### src/hdl/apkt_pkg.sv
// Shared types and constants for the audio packetizer with underrun fade.
// No dependencies; every other file of the block imports this package.
`timescale 1ns / 1ps

package apkt_pkg;

  // Field widths fixed by the interface
  localparam int SAMPLE_W   = 16;
  localparam int COUNT_W    = 16;
  localparam int PLEN_W     = 5;
  localparam int CFG_IDX_W  = 1;
  localparam int CFG_DATA_W = 5;

  // Default store depth in samples
  localparam int MAX_PACKET_SAMPLES_DEF = 16;

  // Configuration register indexes
  localparam logic [CFG_IDX_W-1:0] REG_STREAM_ENABLE = 1'd0;
  localparam logic [CFG_IDX_W-1:0] REG_PACKET_LENGTH = 1'd1;

  // Input function codes
  localparam logic FUNC_PUSH = 1'b0;
  localparam logic FUNC_TICK = 1'b1;

  // Input word
  typedef struct packed {
    logic                       func;
    logic signed [SAMPLE_W-1:0] sample_in;
  } req_t;

  // Output word
  typedef struct packed {
    logic signed [SAMPLE_W-1:0] sample_out;
    logic                       last_of_packet;
    logic                       short_packet;
    logic [COUNT_W-1:0]         underrun_total;
  } rsp_t;

endpackage

### src/hdl/apkt_store.sv
// Packet sample store: one write port, one read port with registered data.
// Depends on apkt_pkg for the sample width.
`timescale 1ns / 1ps

module apkt_store import apkt_pkg::*; #(
  parameter int DEPTH = MAX_PACKET_SAMPLES_DEF,
  parameter int IDX_W = 4
) (
  input  logic                       clk,
  input  logic                       wr_en,
  input  logic [IDX_W-1:0]           wr_addr,
  input  logic signed [SAMPLE_W-1:0] wr_data,
  input  logic                       rd_en,
  input  logic [IDX_W-1:0]           rd_addr,
  output logic signed [SAMPLE_W-1:0] rd_data
);

  logic signed [SAMPLE_W-1:0] mem [DEPTH];

  // Write a pushed sample
  always_ff @(posedge clk) begin
    if (wr_en) begin
      mem[wr_addr] <= wr_data;
    end
  end

  // Registered read, data valid the cycle after rd_en; hold the data between reads
  always_ff @(posedge clk) begin
    if (rd_en) begin
      rd_data <= mem[rd_addr];
    end
  end

endmodule

### src/hdl/apkt_fade.sv
// Fade tail generator: start*num/den truncated toward zero, one multiply
// followed by a bit-serial restoring divide. Depends on apkt_pkg.
`timescale 1ns / 1ps

module apkt_fade import apkt_pkg::*; #(
  parameter int LEN_W = 5
) (
  input  logic                       clk,
  input  logic                       rst,
  input  logic                       go,
  input  logic signed [SAMPLE_W-1:0] start,
  input  logic [LEN_W-1:0]           num,
  input  logic [LEN_W-1:0]           den,
  output logic                       done,
  output logic signed [SAMPLE_W-1:0] value
);

  localparam int PROD_W = SAMPLE_W + LEN_W;
  localparam int CNT_W  = $clog2(PROD_W);

  localparam logic [1:0] F_IDLE = 2'd0;
  localparam logic [1:0] F_MUL  = 2'd1;
  localparam logic [1:0] F_DIV  = 2'd2;

  logic [1:0]          state;
  logic                neg;
  logic [SAMPLE_W-1:0] mag;
  logic [LEN_W-1:0]    num_r;
  logic [LEN_W-1:0]    den_r;
  logic [PROD_W-1:0]   quo;
  logic [LEN_W:0]      rem;
  logic [CNT_W-1:0]    cnt;
  logic [SAMPLE_W:0]   start_ext;
  logic [LEN_W:0]      rem_sh;
  logic                ge;

  assign start_ext = {start[SAMPLE_W-1], start};

  // One restoring step: shift in the next dividend bit, subtract if it fits
  assign rem_sh = {rem[LEN_W-1:0], quo[PROD_W-1]};
  assign ge     = (rem_sh >= {1'b0, den_r});

  // Sequence multiply then divide
  always_ff @(posedge clk) begin
    if (rst) begin
      state <= F_IDLE;
    end else begin
      unique case (state)
        F_IDLE: if (go) state <= F_MUL;
        F_MUL:  state <= F_DIV;
        F_DIV:  if (cnt == '0) state <= F_IDLE;
        default: state <= F_IDLE;
      endcase
    end
  end

  // Datapath: take magnitude, form product, shift out quotient bits
  always_ff @(posedge clk) begin
    case (state)
      F_IDLE: begin
        if (go) begin
          neg   <= start[SAMPLE_W-1];
          mag   <= start[SAMPLE_W-1] ? SAMPLE_W'(-start_ext) : SAMPLE_W'(start_ext);
          num_r <= num;
          den_r <= den;
        end
      end
      F_MUL: begin
        quo <= PROD_W'(mag) * PROD_W'(num_r);
        rem <= '0;
        cnt <= CNT_W'(PROD_W - 1);
      end
      F_DIV: begin
        quo <= {quo[PROD_W-2:0], ge};
        rem <= ge ? (rem_sh - {1'b0, den_r}) : rem_sh;
        cnt <= cnt - 1'b1;
      end
      default: ;
    endcase
  end

  assign done  = (state == F_DIV) && (cnt == '0);
  assign value = neg ? -$signed(quo[SAMPLE_W-1:0]) : $signed(quo[SAMPLE_W-1:0]);

endmodule

### src/hdl/audio_packetizer_underrun_fade_top.sv
// Audio packetizer with underrun fade: control sequencer, registers and
// output stage. Instantiates apkt_store and apkt_fade; depends on apkt_pkg.
//
// Usage:
//   req channel carries a word with func and sample_in. func push appends
//   the sample to the packet store (dropped when the store already holds
//   the configured packet length); func tick ends the packet period.
//   A tick with stream_enable set sends the whole packet on the rsp channel,
//   one sample per word, stored samples first and then a linear fade toward
//   zero for any missing tail. A tick with streaming off clears the fill
//   level and the last output sample and sends nothing.
//   cfg channel writes stream_enable (index 0) and packet_length (index 1);
//   it is always ready and is meant to be written while the block is idle.
// Sequencing:
//   A push is taken in S_IDLE. A streaming tick steps through S_START (with a
//   stored sample), S_NEXT and S_RDATA per stored sample, and S_NEXT, S_FADE
//   and S_FOUT per fade sample (one multiply, then a one-bit-per-cycle divide);
//   the divide sets packet time. req_ready is high only between packets.
// Reset and stall:
//   Synchronous reset clears fill level, last sample, underrun count and the
//   registers (streaming off, length 16). When rsp_ready is low the current
//   word holds in the output register and the sequencer waits.
`timescale 1ns / 1ps

module audio_packetizer_underrun_fade_top import apkt_pkg::*; #(
  parameter int MAX_PACKET_SAMPLES = MAX_PACKET_SAMPLES_DEF
) (
  input  logic                  clk,
  input  logic                  rst,
  input  logic                  req_valid,
  output logic                  req_ready,
  input  req_t                  req,
  output logic                  rsp_valid,
  input  logic                  rsp_ready,
  output rsp_t                  rsp,
  input  logic                  cfg_valid,
  output logic                  cfg_ready,
  input  logic [CFG_IDX_W-1:0]  cfg_index,
  input  logic [CFG_DATA_W-1:0] cfg_data
);

  localparam int LEN_W = $clog2(MAX_PACKET_SAMPLES + 1);
  localparam int IDX_W = (MAX_PACKET_SAMPLES > 1) ? $clog2(MAX_PACKET_SAMPLES) : 1;

  localparam logic [2:0] S_IDLE  = 3'd0;
  localparam logic [2:0] S_START = 3'd1;
  localparam logic [2:0] S_NEXT  = 3'd2;
  localparam logic [2:0] S_RDATA = 3'd3;
  localparam logic [2:0] S_FADE  = 3'd4;
  localparam logic [2:0] S_FOUT  = 3'd5;

  logic [2:0]                 state;
  logic                       stream_enable;
  logic [PLEN_W-1:0]          packet_length;
  logic [LEN_W-1:0]           fill;
  logic signed [SAMPLE_W-1:0] prev;
  logic [COUNT_W-1:0]         under;
  logic [LEN_W-1:0]           len_r;
  logic [LEN_W-1:0]           filled_r;
  logic                       short_r;
  logic [LEN_W-1:0]           idx;
  logic signed [SAMPLE_W-1:0] start_r;

  logic [LEN_W-1:0]           len;
  logic [LEN_W-1:0]           filled;
  logic                       accept;
  logic                       slot_free;
  logic                       emit;
  logic signed [SAMPLE_W-1:0] emit_sample;
  logic                       is_last;

  logic                       wr_en;
  logic                       rd_en;
  logic [IDX_W-1:0]           rd_addr;
  logic signed [SAMPLE_W-1:0] rd_data;

  logic                       fade_go;
  logic                       fade_done;
  logic signed [SAMPLE_W-1:0] fade_value;
  logic [LEN_W-1:0]           fade_num;
  logic [LEN_W-1:0]           fade_den;

  // Clamp the packet length to 1..depth
  always_comb begin
    if ({2'b00, packet_length} > 7'(MAX_PACKET_SAMPLES)) begin
      len = LEN_W'(MAX_PACKET_SAMPLES);
    end else if (packet_length == '0) begin
      len = LEN_W'(1);
    end else begin
      len = LEN_W'(packet_length);
    end
  end

  assign filled    = (fill < len) ? fill : len;
  assign req_ready = (state == S_IDLE);
  assign accept    = req_valid && req_ready;
  assign cfg_ready = 1'b1;
  assign slot_free = !rsp_valid || rsp_ready;
  assign is_last   = (idx == len_r - 1'b1);

  // Pick the word to send and when
  always_comb begin
    emit        = 1'b0;
    emit_sample = rd_data;
    if (state == S_RDATA) begin
      emit = slot_free;
    end else if (state == S_FOUT) begin
      emit        = slot_free;
      emit_sample = fade_value;
    end
  end

  // Memory port control
  assign wr_en = accept && (req.func == FUNC_PUSH) && (fill < len);
  always_comb begin
    rd_en   = 1'b0;
    rd_addr = idx[IDX_W-1:0];
    if (accept && (req.func == FUNC_TICK) && stream_enable && (filled != '0)) begin
      rd_en   = 1'b1;
      rd_addr = IDX_W'(filled - 1'b1);
    end else if ((state == S_NEXT) && (idx < filled_r)) begin
      rd_en = 1'b1;
    end
  end

  assign fade_go  = (state == S_NEXT) && !(idx < filled_r);
  assign fade_num = len_r - 1'b1 - idx;
  assign fade_den = len_r - filled_r;

  // Write configuration registers
  always_ff @(posedge clk) begin
    if (rst) begin
      stream_enable <= 1'b0;
      packet_length <= PLEN_W'(16);
    end else if (cfg_valid && cfg_ready) begin
      unique case (cfg_index)
        REG_STREAM_ENABLE: stream_enable <= cfg_data[0];
        REG_PACKET_LENGTH: packet_length <= cfg_data[PLEN_W-1:0];
        default: ;
      endcase
    end
  end

  // Sequence pushes, ticks and packet readout
  always_ff @(posedge clk) begin
    if (rst) begin
      state <= S_IDLE;
      fill  <= '0;
      prev  <= '0;
      under <= '0;
      idx   <= '0;
    end else begin
      unique case (state)
        S_IDLE: begin
          if (accept) begin
            if (req.func == FUNC_PUSH) begin
              if (fill < len) fill <= fill + 1'b1;
            end else if (!stream_enable) begin
              fill <= '0;
              prev <= '0;
            end else begin
              if ((filled < len) && (under != '1)) under <= under + 1'b1;
              idx   <= '0;
              state <= (filled != '0) ? S_START : S_NEXT;
            end
          end
        end
        S_START: state <= S_NEXT;
        S_NEXT:  state <= (idx < filled_r) ? S_RDATA : S_FADE;
        S_FADE:  if (fade_done) state <= S_FOUT;
        S_RDATA, S_FOUT: begin
          if (emit) begin
            if (is_last) begin
              prev  <= emit_sample;
              fill  <= '0;
              state <= S_IDLE;
            end else begin
              idx   <= idx + 1'b1;
              state <= S_NEXT;
            end
          end
        end
        default: state <= S_IDLE;
      endcase
    end
  end

  // Hold packet parameters for the readout
  always_ff @(posedge clk) begin
    if (accept && (req.func == FUNC_TICK)) begin
      len_r    <= len;
      filled_r <= filled;
      short_r  <= (filled < len);
      start_r  <= prev;
    end else if (state == S_START) begin
      start_r <= rd_data;
    end
  end

  // Output register
  always_ff @(posedge clk) begin
    if (rst) begin
      rsp_valid <= 1'b0;
    end else if (emit) begin
      rsp_valid <= 1'b1;
    end else if (rsp_ready) begin
      rsp_valid <= 1'b0;
    end
  end

  always_ff @(posedge clk) begin
    if (emit) begin
      rsp.sample_out     <= emit_sample;
      rsp.last_of_packet <= is_last;
      rsp.short_packet   <= short_r;
      rsp.underrun_total <= under;
    end
  end

  apkt_store #(
    .DEPTH (MAX_PACKET_SAMPLES),
    .IDX_W (IDX_W)
  ) u_store (
    .clk     (clk),
    .wr_en   (wr_en),
    .wr_addr (fill[IDX_W-1:0]),
    .wr_data (req.sample_in),
    .rd_en   (rd_en),
    .rd_addr (rd_addr),
    .rd_data (rd_data)
  );

  apkt_fade #(
    .LEN_W (LEN_W)
  ) u_fade (
    .clk   (clk),
    .rst   (rst),
    .go    (fade_go),
    .start (start_r),
    .num   (fade_num),
    .den   (fade_den),
    .done  (fade_done),
    .value (fade_value)
  );

endmodule

### config.mk
export PLATFORM = sky130hd
export DESIGN_NAME = audio_packetizer_underrun_fade_top
export DESIGN_NICKNAME = d
export VERILOG_FILES = /design/src/hdl/apkt_pkg.sv /design/src/hdl/apkt_store.sv /design/src/hdl/apkt_fade.sv /design/src/hdl/audio_packetizer_underrun_fade_top.sv
export SDC_FILE = /design/constraint.sdc
export NUM_CORES = 1
export LEC_CHECK = 0
export ABC_CLOCK_PERIOD_IN_PS = 8200
export BUFFER_PORTS_ARGS = -buffer_cell sky130_fd_sc_hd__buf_2
export CORE_MARGIN = 10
export CORE_UTILIZATION = 50
export DETAILED_ROUTE_END_ITERATION = 8
export PLACE_DENSITY_LB_ADDON = 0.25
export SYNTH_ARGS = -nofsm -noshare
export SYNTH_HDL_FRONTEND = slang
export SYNTH_SLANG_ARGS = --single-unit
### constraint.sdc
create_clock -name clk -period 8.2 [get_ports clk]
set_input_delay 0.82 -clock clk [delete_from_list [all_inputs] [get_ports clk]]
set_output_delay 0.82 -clock clk [all_outputs]
set_load 0.01 [all_outputs]
==> results.json <==
{
  "setup_viol": 0,
  "htree_num_levels": 2,
  "netlist.area_leader.share": 0.544,
  "track_usage": 0.176,
  "outcome": "finished, final reports clean",
  "cts-root-buf": "clkbuf_16",
  "drive_gt1_frac": 0.106,
  "vias": 12900,
  "clk_pin_slew_ns": 0.06,
  "sw_frac_of_total": 0.253,
  "nNetsFinal": 1882,
  "overflow": 0,
  "wire_per_inst_microns": 19.9,
  "cp_max_fo": 128,
  "dr.pass1.iters": 5,
  "pwr-share-comb": 0.131,
  "clockPowerShare": 0.372,
  "detail-route-antenna-nets": 0,
  "seq_area_frac_synth": 0.594,
  "p_leak_nw": 8.92,
  "die_w_microns": 228,
  "synth_ff_type": "edfxtp_1",
  "synth.largest_area_cell": "edfxtp_1",
  "cts_tree": "done",
  "pwr-share-seq": 0.497,
  "vias_per_cell": 5.47,
  "post_cts_resized": 0,
  "final_max_slew_viol_count": 0,
  "grt_pass1_wl_microns": 73200,
  "regArea_sq_mm": 0.0128,
  "max_slew.worst_pin.slew_ns": 1.22,
  "crit_path_start_kind": "flop",
  "drt_iter0_markers": 1002,
  "path_cells": "inv_1 > nand2_1 > ha_1 > and3_1 > o21a_1 > a21oi_1 > nor2_1 > a21oi_1 > ha_1 > or4b_1 > a211oi_2 > a2111o_1 > mux2i_4 > buf_12 > mux2i_1 > mux2i_1 > a22oi_1 > o221ai_1",
  "nFillCells": 3522,
  "ctsHoldBuffers": 0,
  "crit_buf_inv": 2,
  "fp.coreArea_sq_mm": 0.0429,
  "synth-edff-count": 391,
  "ys_seq_elements": 445,
  "placed_area_sq_mm": 0.0225,
  "relSlewSlack": 0.183,
  "io_pins": 65,
  "cts_buffer_depth": 3,
  "synth_cell_types": 67,
  "numPortBuffers": 63,
  "routed_wl_microns": 46900,
  "diodes": 0,
  "post-cts-setup-buffers": 0,
  "critPathTopFamily": "compound AO/OA/AOI/OAI gates",
  "clock.fmax_mhz": 171,
  "final_common_cell": "edfxtp_1",
  "fin_ws_ns": 2.37,
  "switchingPower_mw": 1.38,
  "path_class": "reg2reg",
  "layout_common_cells": "391 x edfxtp_1, 180 x nand2_1, 135 x mux2i_1",
  "die_area_sq_mm": 0.0519,
  "clock_sinks": 445,
  "avgSynthCellArea_sq_um": 13.0,
  "final-hold-violation-count": 0,
  "die_h_microns": 228,
  "rsz0062_at_grt": "false",
  "antenna_found_initial": 5,
  "first_global_vias": 13000,
  "syn-cell-area_sq_mm": 0.0216,
  "finalCritPeriodShare": 0.711,
  "multi_input_area_sq_mm": 0.00795,
  "initial_core_util": 0.503,
  "p_per_area_mw_per_mm2": 229,
  "postLayoutCellArea_sq_mm": 0.0239,
  "tns_ns": 0,
  "fin_crit_ns": 5.83,
  "drc": 0,
  "place_hpwl_microns": 29800,
  "cp.arrival_ns": 6.08,
  "slowest_delay_ns": 0.57,
  "cts_buffers": 46,
  "netlist_instances": 1663,
  "fin_skew_ns": 0.0167,
  "vdd_drop_max_uv": 212,
  "place_ws_ns": 2.56,
  "synth_area_leaders": "edfxtp_1 54%, mux2i_1 6.3%, dfxtp_1 5.0%, fa_1 4.2%, ha_1 4.0%",
  "ys_warn_count": 0,
  "setup.worst_path.end_class": "flop",
  "max-cap-violations": 0,
  "intPower_mw": 4.10,
  "num_rows": 76,
  "required_ns": 8.44,
  "grt_max_degree": 129,
  "final_util": 0.558,
  "place_congestion": 0.872,
  "syn_to_final_growth_pct": 10.9,
  "clock_latency_ns": 0.56,
  "ys_async_sr_fraction": 0,
  "min_path_type": "reg2reg",
  "cp_slowest_cell": "a21oi_1",
  "synth_nets": 1805
}
## Yosys cell counts, drive strengths merged, types with 18 or more instances
library cell / n
xnor2: 31
mux2: 39
ha: 69
nor3: 31
nand3: 21
edfxtp: 391
inv: 104
nor2: 79
fa: 45
nand2: 180
a21o: 18
mux2i: 137
xor2: 48
dfxtp: 54
a22oi: 32
and2: 64
buf: 28
clkbuf: 37
o21ai: 90
a21oi: 34
## routing by layer
layer	global-route usage	vias up	part of all wire
li1	-	6144	-
met1	0.225	6475	0.43
met2	0.304	234	0.50
met3	0.0314	57	0.047
met4	0.0459	10	0.019
met5	0	-	0.0016
## kinds of logic after synthesis
| group | Yosys count | share of synthesized area |
|---|---|---|
| other cells | 1 | 0.000174 |
| simple gates | 440 | 0.0965 |
| buf+inv | 170 | 0.0397 |
| mux | 176 | 0.0851 |
| xor+xnor | 79 | 0.0321 |
| compound gates | 237 | 0.0701 |
| flops | 445 | 0.594 |
| fa+ha+maj | 115 | 0.0822 |
## state kept, by name (all words and copies together) (netlist names), 2 cells and up
| name | count |
|---|---|
| fill | 5 |
| start_r | 16 |
| u_fade.rem | 5 |
| u_fade.quo | 21 |
| u_fade.state | 2 |
| u_store.rd_data | 16 |
| state | 3 |
| filled_r | 5 |
| u_fade.den_r | 5 |
| under | 16 |
| rsp | 34 |
| packet_length | 5 |
| u_fade.cnt | 5 |
| u_store.mem | 256 |
| idx | 5 |
| u_fade.mag | 16 |
| u_fade.num_r | 5 |
| prev | 16 |
| len_r | 5 |
## path summary, 6_finish.rpt
check	startpoint	to	slack [ns]	depth (start not counted)
worst max-delay path	packet_length[4]$_SDFFE_PP1P_	u_store.rd_data[7]$_DFFE_PP_	2.37	18
worst min-delay path	short_r$_DFFE_PP_	rsp[16]$_DFFE_PP_	0.43	0
worst max register to register	packet_length[4]$_SDFFE_PP1P_	u_store.rd_data[7]$_DFFE_PP_	2.37	18
worst min register to register	short_r$_DFFE_PP_	rsp[16]$_DFFE_PP_	0.43	0
## area by class of cell
class / instances / share of cell area
Clock buffer: 56 / 0.0501
Clock inverter: 27 / 0.0110
Inverter: 105 / 0.0165
Multi-Input combinational cell: 1048 / 0.332
Sequential cell: 445 / 0.536
Tap cell: 585 / 0.0306
Timing Repair Buffer: 94 / 0.0234
## power by group through the flow
stage / logic (mW) / clock network, mW / registers, mW
floorplan: 0.527 / 0 / 2.72
global placement: 0.702 / 0 / 2.77
detailed placement: 0.718 / 0 / 2.77
CTS: 0.724 / 2.08 / 2.73
global route: 0.814 / 2.17 / 2.74
finish: 0.718 / 2.04 / 2.73
## metrics by stage
stage	hold WS, ns	power, mW	cells
floorplan	0.400	3.25	1663
global placement	0.413	3.47	2277
detailed placement	0.431	3.49	2277
CTS	0.428	5.53	2360
global route	0.455	5.72	2360
finish	0.428	5.48	2360
Note: power is estimated with default switching activity, not from simulation.
